`config.mk`:
```
export PLATFORM = sky130hd
export DESIGN_NAME = ipv4_tcp_checksum_stream
export DESIGN_NICKNAME = d
export VERILOG_FILES = /design/src/design/itcs_pkg.sv /design/src/design/itcs_accum.sv /design/src/design/itcs_final.sv /design/src/design/ipv4_tcp_checksum_stream.sv
export VERILOG_INCLUDE_DIRS = /design/src /design/src/design
export SDC_FILE = /design/constraint.sdc
export NUM_CORES = 1
export LEC_CHECK = 0
export ABC_CLOCK_PERIOD_IN_PS = 20100
export BUFFER_PORTS_ARGS = -buffer_cell sky130_fd_sc_hd__buf_4
export CAP_MARGIN = 40
export CORE_ASPECT_RATIO = 0.8
export CORE_UTILIZATION = 50
export DETAILED_ROUTE_END_ITERATION = 10
export PLACE_DENSITY = 0.74
export SETUP_SLACK_MARGIN = 0.05
export SYNTH_ARGS = -nofsm -noshare
export SYNTH_HDL_FRONTEND = slang
export SYNTH_HIERARCHICAL = 1
export SYNTH_SLANG_ARGS = --single-unit
```
`constraint.sdc`:
```
create_clock -name clk -period 20.1 [get_ports clk]
set_clock_uncertainty 0.05 [all_clocks]
set_input_delay 2.01 -clock clk [delete_from_list [all_inputs] [get_ports clk]]
set_output_delay 2.01 -clock clk [all_outputs]
set_load 0.02 [all_outputs]
```
`src/design/ipv4_tcp_checksum_stream_assert.svh`:
```
// Assertion macros shared by the checksum stream RTL.
// Expects clk and rst in the scope of each use.
`ifndef IPV4_TCP_CHECKSUM_STREAM_ASSERT_SVH
`define IPV4_TCP_CHECKSUM_STREAM_ASSERT_SVH

// pre holds in a cycle, post holds in the same cycle
`define ITCS_ASSERT_IMP(lbl, pre, post, msg) \
  lbl: assert property (@(posedge clk) disable iff (rst) (pre) |-> (post)) else $error(msg);

// pre holds in a cycle, post holds in the next cycle
`define ITCS_ASSERT_NXT(lbl, pre, post, msg) \
  lbl: assert property (@(posedge clk) disable iff (rst) (pre) |=> (post)) else $error(msg);

`endif

```
`src/design/itcs_pkg.sv`:
```
// Types, constants and one's-complement add for the checksum stream.
// No dependencies.
`default_nettype none

package itcs_pkg;

  localparam logic [15:0] SUM_MASK      = 16'hFFFF;
  localparam logic [15:0] HDR_MIN_BYTES = 16'd20;
  localparam logic [15:0] IP_CKS_HI     = 16'd10;
  localparam logic [15:0] IP_CKS_LO     = 16'd11;
  localparam logic [15:0] IP_ADDR_FIRST = 16'd12;
  localparam logic [15:0] IP_ADDR_END   = 16'd20;
  localparam logic [15:0] TCP_OFF_POS   = 16'd12;
  localparam logic [15:0] TCP_CKS_HI    = 16'd16;
  localparam logic [15:0] TCP_CKS_LO    = 16'd17;
  localparam logic [7:0]  TCP_PROTO     = 8'd6;

  localparam logic [1:0] ST_OK       = 2'd0;
  localparam logic [1:0] ST_IP_SHORT = 2'd1;
  localparam logic [1:0] ST_TCP_BAD  = 2'd2;
  localparam logic [1:0] ST_IP_CUT   = 2'd3;

  typedef struct packed {
    logic       mode;
    logic [7:0] data_byte;
    logic       last;
  } byte_t;

  typedef struct packed {
    logic        mode;
    logic [15:0] sum;
    logic [7:0]  held;
    logic [15:0] seg;
    logic [1:0]  status;
  } fin_t;

  function automatic logic [15:0] oc_add(input logic [15:0] a, input logic [15:0] b);
    logic [16:0] s;
    s = {1'b0, a} + {1'b0, b};
    return s[15:0] + {15'd0, s[16]};
  endfunction

endpackage

`default_nettype wire

```
`src/design/itcs_accum.sv`:
```
// Per-byte accumulator: header parsing, running one's-complement sum,
// and capture of packet totals on the last byte. Uses itcs_pkg.
`default_nettype none

module itcs_accum (
  input  logic              clk,
  input  logic              rst,
  input  logic              rin_valid,
  input  itcs_pkg::byte_t   rin,
  input  logic              fin_ready,
  output logic              rin_take,
  output logic              fin_valid,
  output itcs_pkg::fin_t    fin
);
  import itcs_pkg::*;

  logic [15:0] run_sum;
  logic [7:0]  held_high_byte;
  logic [15:0] byte_position;
  logic [15:0] segment_length;
  logic [3:0]  ip_header_words;
  logic [3:0]  tcp_header_words;
  logic        mode_latch;
  logic        in_packet;

  logic        first;
  logic        mode_e;
  logic [15:0] sum_e;
  logic [7:0]  held_e;
  logic [15:0] pos;
  logic [15:0] seg_e;
  logic [3:0]  thw_e;
  logic [3:0]  ihw_next;
  logic [3:0]  thw_next;
  logic [15:0] ihl;
  logic [15:0] thl;
  logic [15:0] tpos;
  logic [15:0] tbytes;
  logic        feed_en;
  logic        feed_odd;
  logic [7:0]  feed_val;
  logic [15:0] sum_next;
  logic [7:0]  held_next;
  logic [15:0] seg_next;
  logic [15:0] pos_next;
  logic [1:0]  status_next;

  always_comb begin
    first    = !in_packet;
    mode_e   = first ? rin.mode : mode_latch;
    sum_e    = first ? 16'd0 : run_sum;
    held_e   = first ? 8'd0 : held_high_byte;
    pos      = first ? 16'd0 : byte_position;
    seg_e    = first ? 16'd0 : segment_length;
    thw_e    = first ? 4'd0 : tcp_header_words;
    ihw_next = (pos == 16'd0) ? rin.data_byte[3:0] : (first ? 4'd0 : ip_header_words);
    ihl      = {10'd0, ihw_next, 2'b00};
    tpos     = pos - ihl;
    thw_next = thw_e;
    seg_next = seg_e;
    feed_en  = 1'b0;
    feed_odd = 1'b0;
    feed_val = rin.data_byte;
    if (!mode_e) begin
      if (pos < ihl) begin
        feed_en  = 1'b1;
        feed_odd = pos[0];
        if (pos == IP_CKS_HI || pos == IP_CKS_LO) feed_val = 8'd0;
      end
    end else if (pos >= ihl) begin
      if (tpos == TCP_OFF_POS) thw_next = rin.data_byte[7:4];
      feed_en  = 1'b1;
      feed_odd = seg_e[0];
      if (tpos == TCP_CKS_HI || tpos == TCP_CKS_LO) feed_val = 8'd0;
      seg_next = seg_e + 16'd1;
    end else if (pos >= IP_ADDR_FIRST && pos < IP_ADDR_END) begin
      feed_en  = 1'b1;
      feed_odd = pos[0];
    end
    sum_next  = sum_e;
    held_next = held_e;
    if (feed_en) begin
      if (!feed_odd) held_next = feed_val;
      else sum_next = oc_add(sum_e, {held_e, feed_val});
    end
    pos_next = (pos == SUM_MASK) ? pos : pos + 16'd1;
    thl      = {10'd0, thw_next, 2'b00};
    tbytes   = pos_next - ihl;
    if (ihl < HDR_MIN_BYTES) begin
      status_next = ST_IP_SHORT;
    end else if (pos_next < ihl) begin
      status_next = ST_IP_CUT;
    end else if (mode_e && (tbytes < HDR_MIN_BYTES || thl < HDR_MIN_BYTES || tbytes < thl)) begin
      status_next = ST_TCP_BAD;
    end else begin
      status_next = ST_OK;
    end
  end

  assign rin_take = rin_valid && (!rin.last || !fin_valid || fin_ready);

  always_ff @(posedge clk) begin
    if (rst) begin
      run_sum          <= 16'd0;
      held_high_byte   <= 8'd0;
      byte_position    <= 16'd0;
      segment_length   <= 16'd0;
      ip_header_words  <= 4'd0;
      tcp_header_words <= 4'd0;
      mode_latch       <= 1'b0;
      in_packet        <= 1'b0;
    end else if (rin_take) begin
      run_sum          <= sum_next;
      held_high_byte   <= held_next;
      byte_position    <= pos_next;
      segment_length   <= seg_next;
      ip_header_words  <= ihw_next;
      tcp_header_words <= thw_next;
      mode_latch       <= mode_e;
      in_packet        <= !rin.last;
    end
  end

  always_ff @(posedge clk) begin
    if (rst) begin
      fin_valid <= 1'b0;
    end else if (rin_take && rin.last) begin
      fin_valid <= 1'b1;
    end else if (fin_ready) begin
      fin_valid <= 1'b0;
    end
  end

  always_ff @(posedge clk) begin
    if (rin_take && rin.last) begin
      fin.mode   <= mode_e;
      fin.sum    <= sum_next;
      fin.held   <= held_next;
      fin.seg    <= seg_next;
      fin.status <= status_next;
    end
  end

`include "ipv4_tcp_checksum_stream_assert.svh"

  `ITCS_ASSERT_NXT(a_last_makes_fin, rin_take && rin.last, fin_valid, "last byte lost")
  `ITCS_ASSERT_NXT(a_fin_holds, fin_valid && !fin_ready, fin_valid && $stable(fin), "fin changed")
  `ITCS_ASSERT_NXT(a_last_ends_packet, rin_take && rin.last, !in_packet, "packet not closed")

endmodule

`default_nettype wire

```
`src/design/itcs_final.sv`:
```
// Final fold of pseudo-header terms (TCP mode only) and complement into the
// result register; an error status gives zero. Uses itcs_pkg.
`default_nettype none

module itcs_final (
  input  logic            clk,
  input  logic            rst,
  input  logic            fin_valid,
  input  itcs_pkg::fin_t  fin,
  output logic            fin_ready,
  output logic            out_valid,
  input  logic            out_stall,
  output logic [15:0]     checksum,
  output logic [1:0]      status
);
  import itcs_pkg::*;

  logic [15:0] pad;
  logic [17:0] total;
  logic [16:0] fold1;
  logic [15:0] fold2;
  logic [15:0] sum_final;
  logic [15:0] checksum_next;

  always_comb begin
    pad       = {(fin.seg[0] ? fin.held : 8'd0), TCP_PROTO};
    total     = {2'b00, fin.sum} + {2'b00, pad} + {2'b00, fin.seg};
    fold1     = {1'b0, total[15:0]} + {15'd0, total[17:16]};
    fold2     = fold1[15:0] + {15'd0, fold1[16]};
    sum_final = fin.mode ? fold2 : fin.sum;
    checksum_next = (fin.status == ST_OK) ? ~sum_final : 16'd0;
  end

  assign fin_ready = !out_valid || !out_stall;

  always_ff @(posedge clk) begin
    if (rst) begin
      out_valid <= 1'b0;
    end else if (fin_valid && fin_ready) begin
      out_valid <= 1'b1;
    end else if (!out_stall) begin
      out_valid <= 1'b0;
    end
  end

  always_ff @(posedge clk) begin
    if (fin_valid && fin_ready) begin
      checksum <= checksum_next;
      status   <= fin.status;
    end
  end

`include "ipv4_tcp_checksum_stream_assert.svh"

  `ITCS_ASSERT_IMP(a_err_zero, out_valid && status != ST_OK, checksum == 16'd0, "nonzero on error")
  `ITCS_ASSERT_NXT(a_fin_to_out, fin_valid && fin_ready, out_valid, "result dropped")
  `ITCS_ASSERT_NXT(a_out_holds, out_valid && out_stall, out_valid && $stable(checksum) && $stable(status), "result changed while stalled")

endmodule

`default_nettype wire

```
`src/design/ipv4_tcp_checksum_stream.sv`:
```
// Streaming IPv4 header / TCP checksum, top level with input register.
// Uses itcs_pkg, itcs_accum, itcs_final.
//
// Input channel: one packet byte per transaction (mode, data_byte, last),
// IP header first, then the TCP segment. mode is taken from the first byte
// of each packet. Output channel: one transaction per packet (checksum,
// status), produced for the byte marked last.
// The last byte passes the input register, the fin register and the result register in turn.
// Throughput: one byte per cycle while in_stall is low; each summed byte pair costs one 16-bit
// end-around-carry add in the accumulator stage, and packets may follow each other directly.
// Reset (rst, synchronous): empties the pipeline and starts a new packet with
// the next byte.
// Stall: while out_stall holds, the result register keeps its transaction,
// one more finished packet waits in the stage behind it, and non-last bytes
// keep flowing; in_stall rises only when a last byte finds both stages full.
`default_nettype none

module ipv4_tcp_checksum_stream (
  input  logic        clk,
  input  logic        rst,
  input  logic        in_valid,
  output logic        in_stall,
  input  logic        mode,
  input  logic [7:0]  data_byte,
  input  logic        last,
  output logic        out_valid,
  input  logic        out_stall,
  output logic [15:0] checksum,
  output logic [1:0]  status
);
  import itcs_pkg::*;

  logic  rin_valid;
  byte_t rin;
  logic  rin_take;
  logic  fin_valid;
  fin_t  fin;
  logic  fin_ready;

  assign in_stall = rin_valid && !rin_take;

  always_ff @(posedge clk) begin
    if (rst) begin
      rin_valid <= 1'b0;
    end else if (in_valid && !in_stall) begin
      rin_valid <= 1'b1;
    end else if (rin_take) begin
      rin_valid <= 1'b0;
    end
  end

  always_ff @(posedge clk) begin
    if (in_valid && !in_stall) begin
      rin.mode      <= mode;
      rin.data_byte <= data_byte;
      rin.last      <= last;
    end
  end

  itcs_accum u_accum (
    .clk       (clk),
    .rst       (rst),
    .rin_valid (rin_valid),
    .rin       (rin),
    .fin_ready (fin_ready),
    .rin_take  (rin_take),
    .fin_valid (fin_valid),
    .fin       (fin)
  );

  itcs_final u_final (
    .clk       (clk),
    .rst       (rst),
    .fin_valid (fin_valid),
    .fin       (fin),
    .fin_ready (fin_ready),
    .out_valid (out_valid),
    .out_stall (out_stall),
    .checksum  (checksum),
    .status    (status)
  );

endmodule

`default_nettype wire

```
* Yosys cells after proc, flatten, opt, wreduce, memory -nomap -nowiden *
Index checks and enable logic that the tools add are counted.

storage, ports and cells
  register bits = 140
  bits of input ports = 14
  output and inout bits = 20
  word-level logic and storage cells = 115

cells by class
  $add $sub $neg = 10
  $lt $le $gt $ge = 9
  eq/ne operators = 7
  multiplexer cells = 41
  bitwise gates (word level) = 1
  reductions and logical operators = 25

operators with widths
  cell                                                         number
  2-to-1 mux 16 bit                                            9
  2-to-1 mux 8 bit                                             9
  equality test 16 x 4 -> 1 bit, second input constant         3
  less-than comparator 16 x 6 -> 1 bit                         3
  adder 16 x 16 -> 17 bit                                      2
  adder 16 x 1 -> 16 bit                                       2
  adder 16 x 1 -> 16 bit, second input constant                2
  equality test 16 x 5 -> 1 bit, second input constant         2
  less-than comparator 16 x 5 -> 1 bit, second input constant  2
  subtractor 16 x 6 -> 16 bit                                  2
  2-to-1 mux 4 bit                                             6
  adder 18 x 16 -> 18 bit                                      1
  adder 16 x 2 -> 17 bit                                       1
  equality test 16 bit, second input constant                  1
  >= comparator 16 x 4 -> 1 bit, second input constant         1
  >= comparator 16 x 6 -> 1 bit                                1
  zero test 16 bit                                             1
  NOT 16 bit                                                   1
  2-to-1 mux 1 bit                                             15
  less-than comparator 6 x 5 -> 1 bit, second input constant   2
  logical AND 1 bit                                            7
  logical OR 1 bit                                             7
  zero test 1 bit                                              6
  2-to-1 mux 2 bit                                             2
  4 further kinds                                              5

* Logic depth before layout (Yosys ltp) *
Gate-level depths: netlist (run 1).

  depth in word-level cells = 14
  mapped depth = 47

* Modules after synthesis *
The synthesis (run 1) kept the hierarchy.

modules (own cells, without submodules)
  module                    times used  cells each  area an instance (µm²)  sequential area each (µm²)
  itcs_accum                1           904         7434.6                  2632.5
  itcs_final                1           352         3056.7                  560.5
  ipv4_tcp_checksum_stream  1           14          350.3                   320.3

* Worst setup path after synthesis (run 1) *
OpenSTA, ideal clock, no wires.

  kind = register to register
  from = register u_accum.in_packet
  to = register u_accum/fin[41] (netlist name)
  library setup time = 0.271 ns
  data arrival time = 8.866 ns
  path slack = 10.913 ns
  stages on the path, launching flop included = 44
  buffers on the path = 8
  clock period less this slack = 9.187 ns
  path through = dfxtp_1 buf_2 buf_2 buf_1 clkbuf_1 clkbuf_1 clkbuf_1 clkbuf_1 and2_1 inv_1 ha_1 clkbuf_1 and2_1 o311ai_0 inv_1 ha_1 nor2b_1 o31a_1 [8 not listed] nor2b_1 o21ai_0 a21boi_0 o21ai_0 a211oi_1 o311ai_0 a21oi_1 o21ai_0 nand2b_1 ha_1 and3_1 nand2_1 nor4_1 nand3_1 nor4_1 nand4_1 xnor2_1 a21oi_1

on the way
  longest elaborated chain between the ends = 13

RTL lines
  what                           line               RTL
  start, declared                itcs_accum.sv:24   logic in_packet;
  start signal, assigned         itcs_accum.sv:120  in_packet <= !rin.last;
  2-to-1 mux 16 bit              itcs_accum.sv:53   pos = first ? 16'd0 : byte_position;
  zero test 16 bit               itcs_accum.sv:56   ihw_next = (pos == 16'd0) ? rin.data_byte[3:0] : (first ? 4'd0 : ip_header_words);
  2-to-1 mux 4 bit               itcs_accum.sv:56
  subtractor 16 x 6 -> 16 bit    itcs_accum.sv:58   tpos = pos - ihl;
  equality test 16 x 5 -> 1 bit  itcs_accum.sv:74   if (tpos == TCP_CKS_HI || tpos == TCP_CKS_LO) feed_val = 8'd0;
  logical OR 1 bit               itcs_accum.sv:74
  2-to-1 mux 8 bit               itcs_accum.sv:74
  2-to-1 mux 8 bit               itcs_accum.sv:70   end else if (pos >= ihl) begin
  2-to-1 mux 8 bit               itcs_accum.sv:64   if (!mode_e) begin
  adder 16 x 16 -> 17 bit        itcs_pkg.sv:39     s = {1'b0, a} + {1'b0, b};
  adder 16 x 1 -> 16 bit         itcs_pkg.sv:40     return s[15:0] + {15'd0, s[16]};
  2-to-1 mux 16 bit              itcs_accum.sv:83   if (!feed_odd) held_next = feed_val;
  2-to-1 mux 16 bit *            itcs_accum.sv:82   if (feed_en) begin
  via u_accum.sum_next[15]       itcs_accum.sv:42   logic [15:0] sum_next;

Mark *: on every way through the listed nets, which the timed path passes. The rest lies on a longest branch.
A chain may end at the register's enable or synchronous reset.

* Final worst setup path (run 1) *
  from = register u_accum.in_packet
  to = register u_accum/fin[41] (netlist name)

on the way
  longest elaborated chain between the ends = 13

RTL lines
  what                           line
  2-to-1 mux 16 bit              itcs_accum.sv:53
  zero test 16 bit               itcs_accum.sv:56
  2-to-1 mux 4 bit               itcs_accum.sv:56
  subtractor 16 x 6 -> 16 bit    itcs_accum.sv:58
  equality test 16 x 5 -> 1 bit  itcs_accum.sv:74
  logical OR 1 bit               itcs_accum.sv:74
  2-to-1 mux 8 bit               itcs_accum.sv:74
  2-to-1 mux 8 bit               itcs_accum.sv:70
  2-to-1 mux 8 bit               itcs_accum.sv:64
  adder 16 x 16 -> 17 bit        itcs_pkg.sv:39
  adder 16 x 1 -> 16 bit         itcs_pkg.sv:40
  2-to-1 mux 16 bit              itcs_accum.sv:83
  2-to-1 mux 16 bit *            itcs_accum.sv:82
  via u_accum.sum_next[15]       itcs_accum.sv:42

Marks and branches as above.

==> results.yml, run 1 <==
placed_design:
  finalWeightedCongestion: 0.9450
  dp.cells: 1521
  portBuffers: 33
  hpwlAfterDp_um: 21020
setup_path:
  arrival_ns: 9.60
  crit_top_cell: "ha_1"
  rrSetupSlack_ns: 10.62
  cp.required_ns: 20.21
  worstReg2RegEnd: "u_accum/fin[41]"
  critPathMaxStageDelay_ns: 0.79
  critPathMaxFanout: 38
  startpoint_type: "flip-flop"
  crit_type: "flip-flop to flip-flop"
  endpoint_kind: "flip-flop"
  r2r-start: "u_accum/in_packet"
  r2r_cells: 35
  critPathSlowestCell: "dfxtp_2"
clocking:
  root_buffer: "clkbuf_16"
  clockBufferDepth: 2
  cts_resized: 0
  clk_pin_slew_ns: 0.06
  h-tree-depth: 4
  cts_hold_buffers: 0
  cts_sinks: 140
  cts_tree: "done"
  post_cts_buffers: 0
  worstSkewPairLatency_ns: 0.43
  cts_buffers: 17
die:
  core_area_um2: 20990
  die_x_um: 166.6
  pin_count: 34
  die_y_um: 133.7
  die_area_um2: 22280
  placementRows: 47
  start_util: 0.5164
logic_synthesis:
  ys_warn_count: 6
  netlist_area_um2: 10840
  synthArstFlopShare: 0
  synth-seq-area-share: 0.3241
  synth_seq_cells: 140
  synth.top_cell.area_share: 0.1967
  syn_nets: 1347
  synthDistinctLibCells: 107
  yosys-top-cells-area: "edfxtp_1 20%, dfxtp_1 13%, ha_1 6.9%, a21oi_1 4.6%, nand2_1 4.5%"
  syn_avg_cell_area_um2: 8.537
  synthCells: 1270
  synth_top_cell_by_area: "edfxtp_1"
  synth.most_common_cell: "nand2_1"
  synth_edf_count: 71
  synth_commonest_cells: "129 x nand2_1, 128 x nor2_1, 100 x a21oi_1, 71 x edfxtp_1, 69 x dfxtp_1"
  synthFlopType: "edfxtp_1"
route:
  vias_per_cell: 6.199
  wl_per_cell_um: 18.41
  drt_pass1_iterations: 5
  drt-total-wl_um: 28590
  remaining_drc_errors: 0
  drt-initial-drc-count: 1086
  ant_nets: 0
  num_vias: 9627
grt:
  grt_antenna_before_repair: 0
  met1_usage: 0.3904
  grtUsageMet2: 0.3852
  use_met3: 0.03892
  grt_usage: 0.2589
  grt_max_degree: 73
  first_global_vias: 8510
  grt-busiest-layer: "met1"
  gr-total-overflow: 0
  grt_pass1_wl_um: 45660
sta:
  tns_ns: 0
  timing.fmax_mhz: 105.5
  slew_headroom: 0.3968
  rsz0062_at_grt: "false"
  worst_pin_slew_ns: 0.8993
  slew_violations: 0
  period_share: 0.4717
  fin_crit_ns: 9.481
  setup_viol: 0
  hold_violations: 0
  whs_ns: 0.4005
run_status:
  status: "completed"
worst_hold_path:
  hold_path_end: "u_accum/run_sum[2]"
  hp-class: "flip-flop to flip-flop"
  hold_depth: 2
  hp-start: "u_accum/run_sum[2]"
pwr:
  switchingPower_w: 0.0002785
  p_per_area_nw_per_um2: 70.60
  leakage_nw: 4.312
  total_power_w: 0.0008334
  p_clk_frac: 0.355
  switching_share: 0.3342
  vdd_ir_drop_max_mv: 0.05860
  pwr-share-comb: 0.256
  pwr-share-seq: 0.390
  p_int_w: 0.0005549
finish:
  syn2layout_area_growth_pct: 8.875
  antenna_cells: 0
  instances_no_fill: 1553
  nets: 1348
  drive_gt1_frac: 0.1114
run:
  drv_cap: 0
registers in the layout, summed over array words and instances (netlist names):
name,cells
u_accum/fin,43
u_accum/byte_position,16
u_accum/run_sum,16
u_accum/segment_length,16
u_final/checksum,16
rin,10
u_accum/held_high_byte,8
u_accum/ip_header_words,4
u_accum/tcp_header_words,4
u_final/status,2
rin_valid,1
u_accum/fin_valid,1
u_accum/in_packet,1
u_accum/mode_latch,1
u_final/out_valid,1
per-stage QoR:
step | worst slack, ns | cell area [um^2] | util
CTS | 10.83 | 11800 | 0.5623
global route | 9.893 | 11800 | 0.5623
floorplan | 10.91 | 10840 | -
finish | 10.62 | 11800 | 0.5623
detailed placement | 10.92 | 11260 | 0.5366
global placement | 11.25 | 11220 | 0.5344
logic make-up after synthesis:
family                   Yosys count  share of synthesized area
flip-flops                       140                     0.3241
AO/OA/AOI/OAI                    349                     0.2269
AND/OR/NAND/NOR                  516                     0.2489
XOR/XNOR                          85                    0.07063
adder cells (fa/ha/maj)           65                    0.07675
multiplexers                      15                    0.01512
buffers and inverters            100                    0.03762
power by group through the flow:
stage / Clock, W / Sequential [W] / Combinational [W]
2_1_floorplan: 0 / 0.000324 / 0.000168
3_3_place_gp: 0 / 0.000331 / 0.000203
3_5_place_dp: 0 / 0.000331 / 0.000208
4_1_cts: 0.000301 / 0.000324 / 0.000209
5_1_grt: 0.000313 / 0.000326 / 0.000232
6_report: 0.000296 / 0.000325 / 0.000213
area by class of cell:
| class | instances | area, um^2 |
|---|---|---|
| clock inverter | 13 | 106.4 |
| multi-input combinational | 1030 | 6924 |
| sequential | 140 | 3515 |
| tap | 269 | 336.6 |
| timing repair buffer | 42 | 339.1 |
| fill | 1904 | 9190 |
| inverter | 40 | 150.1 |
| clock buffer | 19 | 432.9 |
metal layers:
layer	vias up	wire, um
met2	331	12270
li1	4681	-
met5	-	0
met4	0	327
met3	21	1702
met1	4594	14300
placed cells by master (no fill, tap or decap), drive strengths merged, types with 6 or more instances in the layout:
master	Yosys	layout
buf	20	42
or2	15	15
o21bai	8	8
clkbuf	40	19
xor2	35	35
a31oi	12	12
o21ai	56	56
a22oi	14	14
ha	60	60
a21o	19	19
a211oi	32	32
nand2b	12	12
a21boi	6	6
nor3	35	35
and2	55	55
edfxtp	71	71
a311oi	6	6
xnor2	49	49
a21oi	104	104
nand2	131	131
nor2b	15	15
o31a	6	6
nand4	19	19
and4	11	11
or3	13	13
dfxtp	69	69
nor2	128	128
o31ai	7	7
and3	16	16
o21a	14	14
nand3	26	26
o41ai	7	7
mux2	11	11
nor4	18	18
o211ai	10	10
inv	39	47
how the worst max path moves through the flow:
stage | from | end | slack (ns)
4_1_cts | u_accum/in_packet | u_accum/fin[41] | 10.83
5_1_grt | u_accum/in_packet | u_accum/fin[41] | 9.89
2_1_floorplan | u_accum/in_packet | u_accum/fin[41] | 10.91
3_5_place_dp | u_accum/in_packet | u_accum/fin[41] | 10.92
6_report | u_accum/in_packet | u_accum/fin[41] | 10.62
3_3_place_gp | u_accum/in_packet | u_accum/fin[41] | 11.25
critical path, delay by kind of cell, from the launching register on:
family	cells	cell delay [ns]
compound gates	13	3.67
xor+xnor	1	0.23
fa+ha+maj	5	1.31
buf+inv	3	0.24
flops	1	0.79
simple gates	13	2.91
No activity file was read; power rests on OpenSTA's default activity.
==> inputs of run 2 (changes only) <==
--- a/config.mk
+++ b/config.mk
@@ -6,13 +6,13 @@
 export SDC_FILE = /design/constraint.sdc
 export NUM_CORES = 1
 export LEC_CHECK = 0
-export ABC_CLOCK_PERIOD_IN_PS = 20100
+export ABC_CLOCK_PERIOD_IN_PS = 8060
 export BUFFER_PORTS_ARGS = -buffer_cell sky130_fd_sc_hd__buf_4
 export CAP_MARGIN = 40
 export CORE_ASPECT_RATIO = 0.8
 export CORE_UTILIZATION = 50
 export DETAILED_ROUTE_END_ITERATION = 10
-export PLACE_DENSITY = 0.74
+export PLACE_DENSITY = 0.77
 export SETUP_SLACK_MARGIN = 0.05
 export SYNTH_ARGS = -nofsm -noshare
 export SYNTH_HDL_FRONTEND = slang
==> constraint.sdc (replaced) <==
create_clock -name clk -period 8.06 [get_ports clk]
set_clock_uncertainty 0.05 [all_clocks]
set_input_delay 0.806 -clock clk [delete_from_list [all_inputs] [get_ports clk]]
set_output_delay 0.806 -clock clk [all_outputs]
set_load 0.02 [all_outputs]
==> results.yml, run 2 (synthesis gave the netlist of run 1 again) <==
run_status:
  status: "completed"
clocking:
  clk_pin_slew_ns: 0.06
  root_buffer: "clkbuf_16"
  cts_sinks: 140
  cts_hold_buffers: 0
  h-tree-depth: 4
  cts_tree: "done"
  worstSkewPairLatency_ns: 0.43
  clockBufferDepth: 2
  cts_buffers: 17
setup_path:
  crit_buf_inv: 1
  crit_top_cell: "ha_1"
  crit_type: "flip-flop to flip-flop"
  critPathTopFamily: "compound AO/OA/AOI/OAI gates"
  cp_num_cells: 28
  critPathSlowestCell: "edfxtp_1"
  r2r_cells: 28
  critPathMaxStageDelay_ns: 0.53
  critPathMaxFanout: 9
  endpoint_kind: "flip-flop"
  arrival_ns: 7.72
  startpoint_type: "flip-flop"
  cp.required_ns: 8.19
run:
  drv_cap: 0
grt:
  grt_max_degree: 73
  grt_antenna_before_repair: 0
  grt_usage: 0.2641
  grt_pass1_wl_um: 47000
  gr-total-overflow: 0
  first_global_vias: 8943
die:
  die_x_um: 166.6
  core_area_um2: 20990
  placementRows: 47
  pin_count: 34
  die_area_um2: 22280
  die_y_um: 133.7
  start_util: 0.5164
route:
  drt-total-wl_um: 29580
  num_vias: 9882
  ant_nets: 0
  remaining_drc_errors: 0
  drt-initial-drc-count: 1021
  wl_per_cell_um: 18.85
  vias_per_cell: 6.298
  drt_pass1_iterations: 5
finish:
  largest-register: "u_accum/fin"
  fillers: 1855
  instances_no_fill: 1569
  drive_gt1_frac: 0.1308
  antenna_cells: 0
  largest_reg_flops: 43
  nets: 1364
  multiInputGateArea_um2: 7067
  stdcell_area_um2: 12100
  mostFrequentLayoutCells: "128 x nand2_1, 128 x nor2_1, 100 x a21oi_1"
  final_util: 0.5764
  seq_area_um2: 3517
  syn2layout_area_growth_pct: 11.62
pwr:
  pwr-share-comb: 0.261
  pwr-share-seq: 0.377
  switching_share: 0.3308
  p_int_w: 0.001435
  leakage_nw: 4.459
  p_clk_frac: 0.362
  vdd_ir_drop_max_mv: 0.1038
  p_per_area_nw_per_um2: 177.2
  switchingPower_w: 0.0007094
placed_design:
  portBuffers: 33
  dp.cells: 1529
  placed_area_um2: 11360
  place_ws_ns: 0.3240
  finalWeightedCongestion: 0.9522
  hpwlAfterDp_um: 21320
sta:
  setup_ws_ns: 0.4658
  timing.fmax_mhz: 131.7
  setup_viol: 0
  period_share: 0.9422
  slew_headroom: 0.3998
  hold_violations: 0
  slew_violations: 0
  worst_pin_slew_ns: 0.8943
  fin_crit_ns: 7.594
  rsz0062_at_grt: "true"
worst_hold_path:
  hp-class: "flip-flop to flip-flop"
  hold_depth: 2
## run 2: cell types whose count changed in the layout (fill, tap and decap cells not counted), moves of 2 or more
cell        delta
buf_4         +15
clkinvlp_4     -2
nor4_2         -2
nor4_4         +3
nor4bb_1       -2
nor4bb_2       +2
o21ai_0        -2
o21ai_1        +2
o311ai_0       -2
o41ai_2        -2
o41ai_4        +2
## run 2: timing repair
action                                  CTS  global route
resized for setup                         0            17
endpoints found under the setup margin    0            28
hold endpoints to repair                  0             0
setup buffers                             0             7
## run 2: path summary, 6_finish.rpt
kind	end	startpoint	slack (ns)
worst min-delay path	u_accum/run_sum[11]	u_accum/run_sum[11]	0.40
worst max register to register	u_final/checksum[15]	u_accum/fin[2]	0.47
worst max-delay path	u_final/checksum[15]	u_accum/fin[2]	0.47
worst min register to register	u_accum/run_sum[11]	u_accum/run_sum[11]	0.40
## run 2: power by group through the flow
| stage | Sequential [W] | Combinational, W | Clock, W |
|---|---|---|---|
| floorplan | 0.000807 | 0.000424 | 0 |
| global placement | 0.000822 | 0.000516 | 0 |
| detailed placement | 0.000822 | 0.000529 | 0 |
| CTS | 0.000807 | 0.000537 | 0.000787 |
| global route | 0.000810 | 0.000609 | 0.000817 |
| finish | 0.000808 | 0.000560 | 0.000776 |
## run 2: metal layers
metal  share of wire  GRT usage  vias up
li1                -          -     4724
met1            0.47     0.3844     4707
met2            0.43     0.4029      409
met3           0.075    0.04070       42
met4           0.018    0.07819        0
met5               0          0        -
## run 2: cell type report
cell class | count | area share
clock inverter | 12 | 0.01034
clock buffer | 20 | 0.03691
multi-input combinational | 1031 | 0.5840
timing repair buffer | 57 | 0.03794
tap | 269 | 0.02781
sequential | 140 | 0.2906
inverter | 40 | 0.01241
## run 2: worst reg2reg max path, delay by kind of cell (launching register included)
kind / cells / cell delay [ns]
flip-flops: 1 / 0.53
buffers and inverters: 1 / 0.19
adder cells (fa/ha/maj): 5 / 1.34
AO/OA/AOI/OAI: 11 / 2.93
XOR/XNOR: 2 / 0.37
AND/OR/NAND/NOR: 9 / 1.93
## run 2: per-stage QoR
step	hold slack [ns]	TNS, ns	power, W
final	0.3992	0	0.002144
after global routing	0.4354	-0.02392	0.002235
after CTS	0.4005	0	0.002130
after detailed placement	0.3921	0	0.001352
after global placement	0.3883	0	0.001338
after floorplan	0.3817	0	0.001231
==> inputs of run 3 (changes only) <==
--- a/config.mk
+++ b/config.mk
@@ -6,13 +6,14 @@
 export SDC_FILE = /design/constraint.sdc
 export NUM_CORES = 1
 export LEC_CHECK = 0
-export ABC_CLOCK_PERIOD_IN_PS = 8060
+export ABC_CLOCK_PERIOD_IN_PS = 8400
 export BUFFER_PORTS_ARGS = -buffer_cell sky130_fd_sc_hd__buf_4
 export CAP_MARGIN = 40
 export CORE_ASPECT_RATIO = 0.8
 export CORE_UTILIZATION = 50
 export DETAILED_ROUTE_END_ITERATION = 10
-export PLACE_DENSITY = 0.77
+export GPL_TIMING_DRIVEN = 1
+export PLACE_DENSITY = 0.66
 export SETUP_SLACK_MARGIN = 0.05
 export SYNTH_ARGS = -nofsm -noshare
 export SYNTH_HDL_FRONTEND = slang
==> constraint.sdc (replaced) <==
create_clock -name clk -period 8.4 [get_ports clk]
set_clock_uncertainty 0.05 [all_clocks]
set_input_delay 0.84 -clock clk [delete_from_list [all_inputs] [get_ports clk]]
set_output_delay 0.84 -clock clk [all_outputs]
set_load 0.02 [all_outputs]
==> results.yml, run 3 (synthesis gave the netlist of run 1 again) <==
run_status:
  status: "completed"
grt:
  grt_usage: 0.2608
  grt_antenna_before_repair: 0
  first_global_vias: 8440
  grt_pass1_wl_um: 45770
  grt_max_degree: 73
  gr-total-overflow: 0
route:
  num_vias: 9530
  drt_pass1_iterations: 5
  drt-initial-drc-count: 888
  wl_per_cell_um: 18.44
  remaining_drc_errors: 0
  drt-total-wl_um: 28740
  vias_per_cell: 6.113
  ant_nets: 0
setup_path:
  startpoint_type: "flip-flop"
  crit_top_cell: "ha_1"
  critPathMaxStageDelay_ns: 0.47
  endpoint_kind: "flip-flop"
  cp.required_ns: 8.53
  critPathMaxFanout: 9
  arrival_ns: 8.02
  crit_type: "flip-flop to flip-flop"
  critPathSlowestCell: "o41ai_4"
sta:
  fin_crit_ns: 7.893
  hold_violations: 0
  timing.fmax_mhz: 126.7
  slew_headroom: 0.3852
  whs_ns: 0.4082
  period_share: 0.9396
  slew_violations: 0
  worst_pin_slew_ns: 0.9223
  setup_viol: 0
  tns_ns: 0
finish:
  syn2layout_area_growth_pct: 10.61
  stdcell_area_um2: 11990
  fillers: 1865
  instances_no_fill: 1559
  largest-register: "u_accum/fin"
  largest_reg_flops: 43
  antenna_cells: 0
  mostFrequentLayoutCells: "128 x nand2_1, 128 x nor2_1, 100 x a21oi_1"
  nets: 1354
  drive_gt1_frac: 0.1248
clocking:
  h-tree-depth: 4
  clk_pin_slew_ns: 0.07
  root_buffer: "clkbuf_16"
  cts_buffers: 17
  worstSkewPairLatency_ns: 0.44
  cts_tree: "done"
  cts_sinks: 140
  clockBufferDepth: 2
die:
  die_y_um: 133.7
  core_area_um2: 20990
  die_x_um: 166.6
  start_util: 0.5164
  placementRows: 47
  die_area_um2: 22280
  pin_count: 34
pwr:
  leakage_nw: 4.404
  p_int_w: 0.001348
  pwr-share-seq: 0.378
  p_per_area_nw_per_um2: 171.0
  switchingPower_w: 0.0007026
  pwr-share-comb: 0.253
  p_clk_frac: 0.369
  switching_share: 0.3427
  vdd_ir_drop_max_mv: 0.1942
placed_design:
  hpwlAfterDp_um: 21220
  finalWeightedCongestion: 0.9275
  placed_area_um2: 11330
  portBuffers: 33
  dp.cells: 1526
worst_hold_path:
  hp-class: "flip-flop to flip-flop"
run:
  drv_cap: 0
## run 3: cell count changes in the layout (fill, tap and decap cells not counted), moves of 2 or more
cell      before  now
inv_4          2    0
inv_8          2    4
buf_4         54   46
clkinv_8       0    3
nor4bb_1       2    4
o21ai_1        8    6
inv_6          5    8
o21ai_0       45   47
clkbuf_1       2    0
nor4bb_2       2    0
## run 3: path summary, 6_finish.rpt
| kind | slack, ns | end | cells after the start | start |
|---|---|---|---|---|
| worst max-delay path | 0.51 | u_accum/fin[41] | 37 | u_accum/byte_position[15] |
| worst min-delay path | 0.41 | u_accum/run_sum[3] | 2 | u_accum/run_sum[3] |
| worst max register to register | 0.51 | u_accum/fin[41] | 37 | u_accum/byte_position[15] |
| worst min register to register | 0.41 | u_accum/run_sum[3] | 2 | u_accum/run_sum[3] |
## run 3: layout make-up
class	count	area [um^2]	share of cell area
Sequential cell	140	3515	0.2931
Timing Repair Buffer	48	387.9	0.03235
Clock inverter	15	163.9	0.01367
Clock buffer	17	425.4	0.03548
Multi-Input combinational cell	1030	7013	0.5848
Inverter	40	150.1	0.01252
Tap cell	269	336.6	0.02807
## run 3: worst max-delay path, delay by kind of cell (launching register included)
kind,cells,cell delay [ns]
compound gates,13,2.80
fa+ha+maj,5,1.10
flops,1,0.43
xor+xnor,1,0.20
buf+inv,3,0.20
simple gates,15,2.85
## run 3: power groups by stage
stage | clock network, W | registers, W | logic, W
floorplan | 0 | 0.000774 | 0.000404
global placement | 0 | 0.000790 | 0.000497
detailed placement | 0 | 0.000790 | 0.000502
CTS | 0.000768 | 0.000774 | 0.000507
global route | 0.000798 | 0.000777 | 0.000568
finish | 0.000756 | 0.000775 | 0.000519
## run 3: per-stage QoR
| step | power (W) | util | worst slack (ns) |
|---|---|---|---|
| after floorplan | 0.001179 | - | 0.1136 |
| after global placement | 0.001286 | 0.5375 | 0.4218 |
| after detailed placement | 0.001292 | 0.5395 | 0.1504 |
| after CTS | 0.002050 | 0.5676 | 0.1095 |
| after global routing | 0.002143 | 0.5712 | -0.01788 |
| final | 0.002050 | 0.5712 | 0.5073 |
## run 3: repair_timing
item,4_1_cts,5_1_grt
gates resized for setup,0,13
hold buffers,0,0
endpoints found under the setup margin,0,26
buffers inserted,0,1
## run 3: per-layer routing
| layer | wire, um | up-vias | global-route usage |
|---|---|---|---|
| met1 | 14670 | 4524 | 0.3958 |
| met5 | 0 | - | 0 |
| met2 | 12330 | 283 | 0.3805 |
| met4 | 244 | 0 | 0.05710 |
| li1 | - | 4704 | - |
| met3 | 1503 | 19 | 0.04753 |
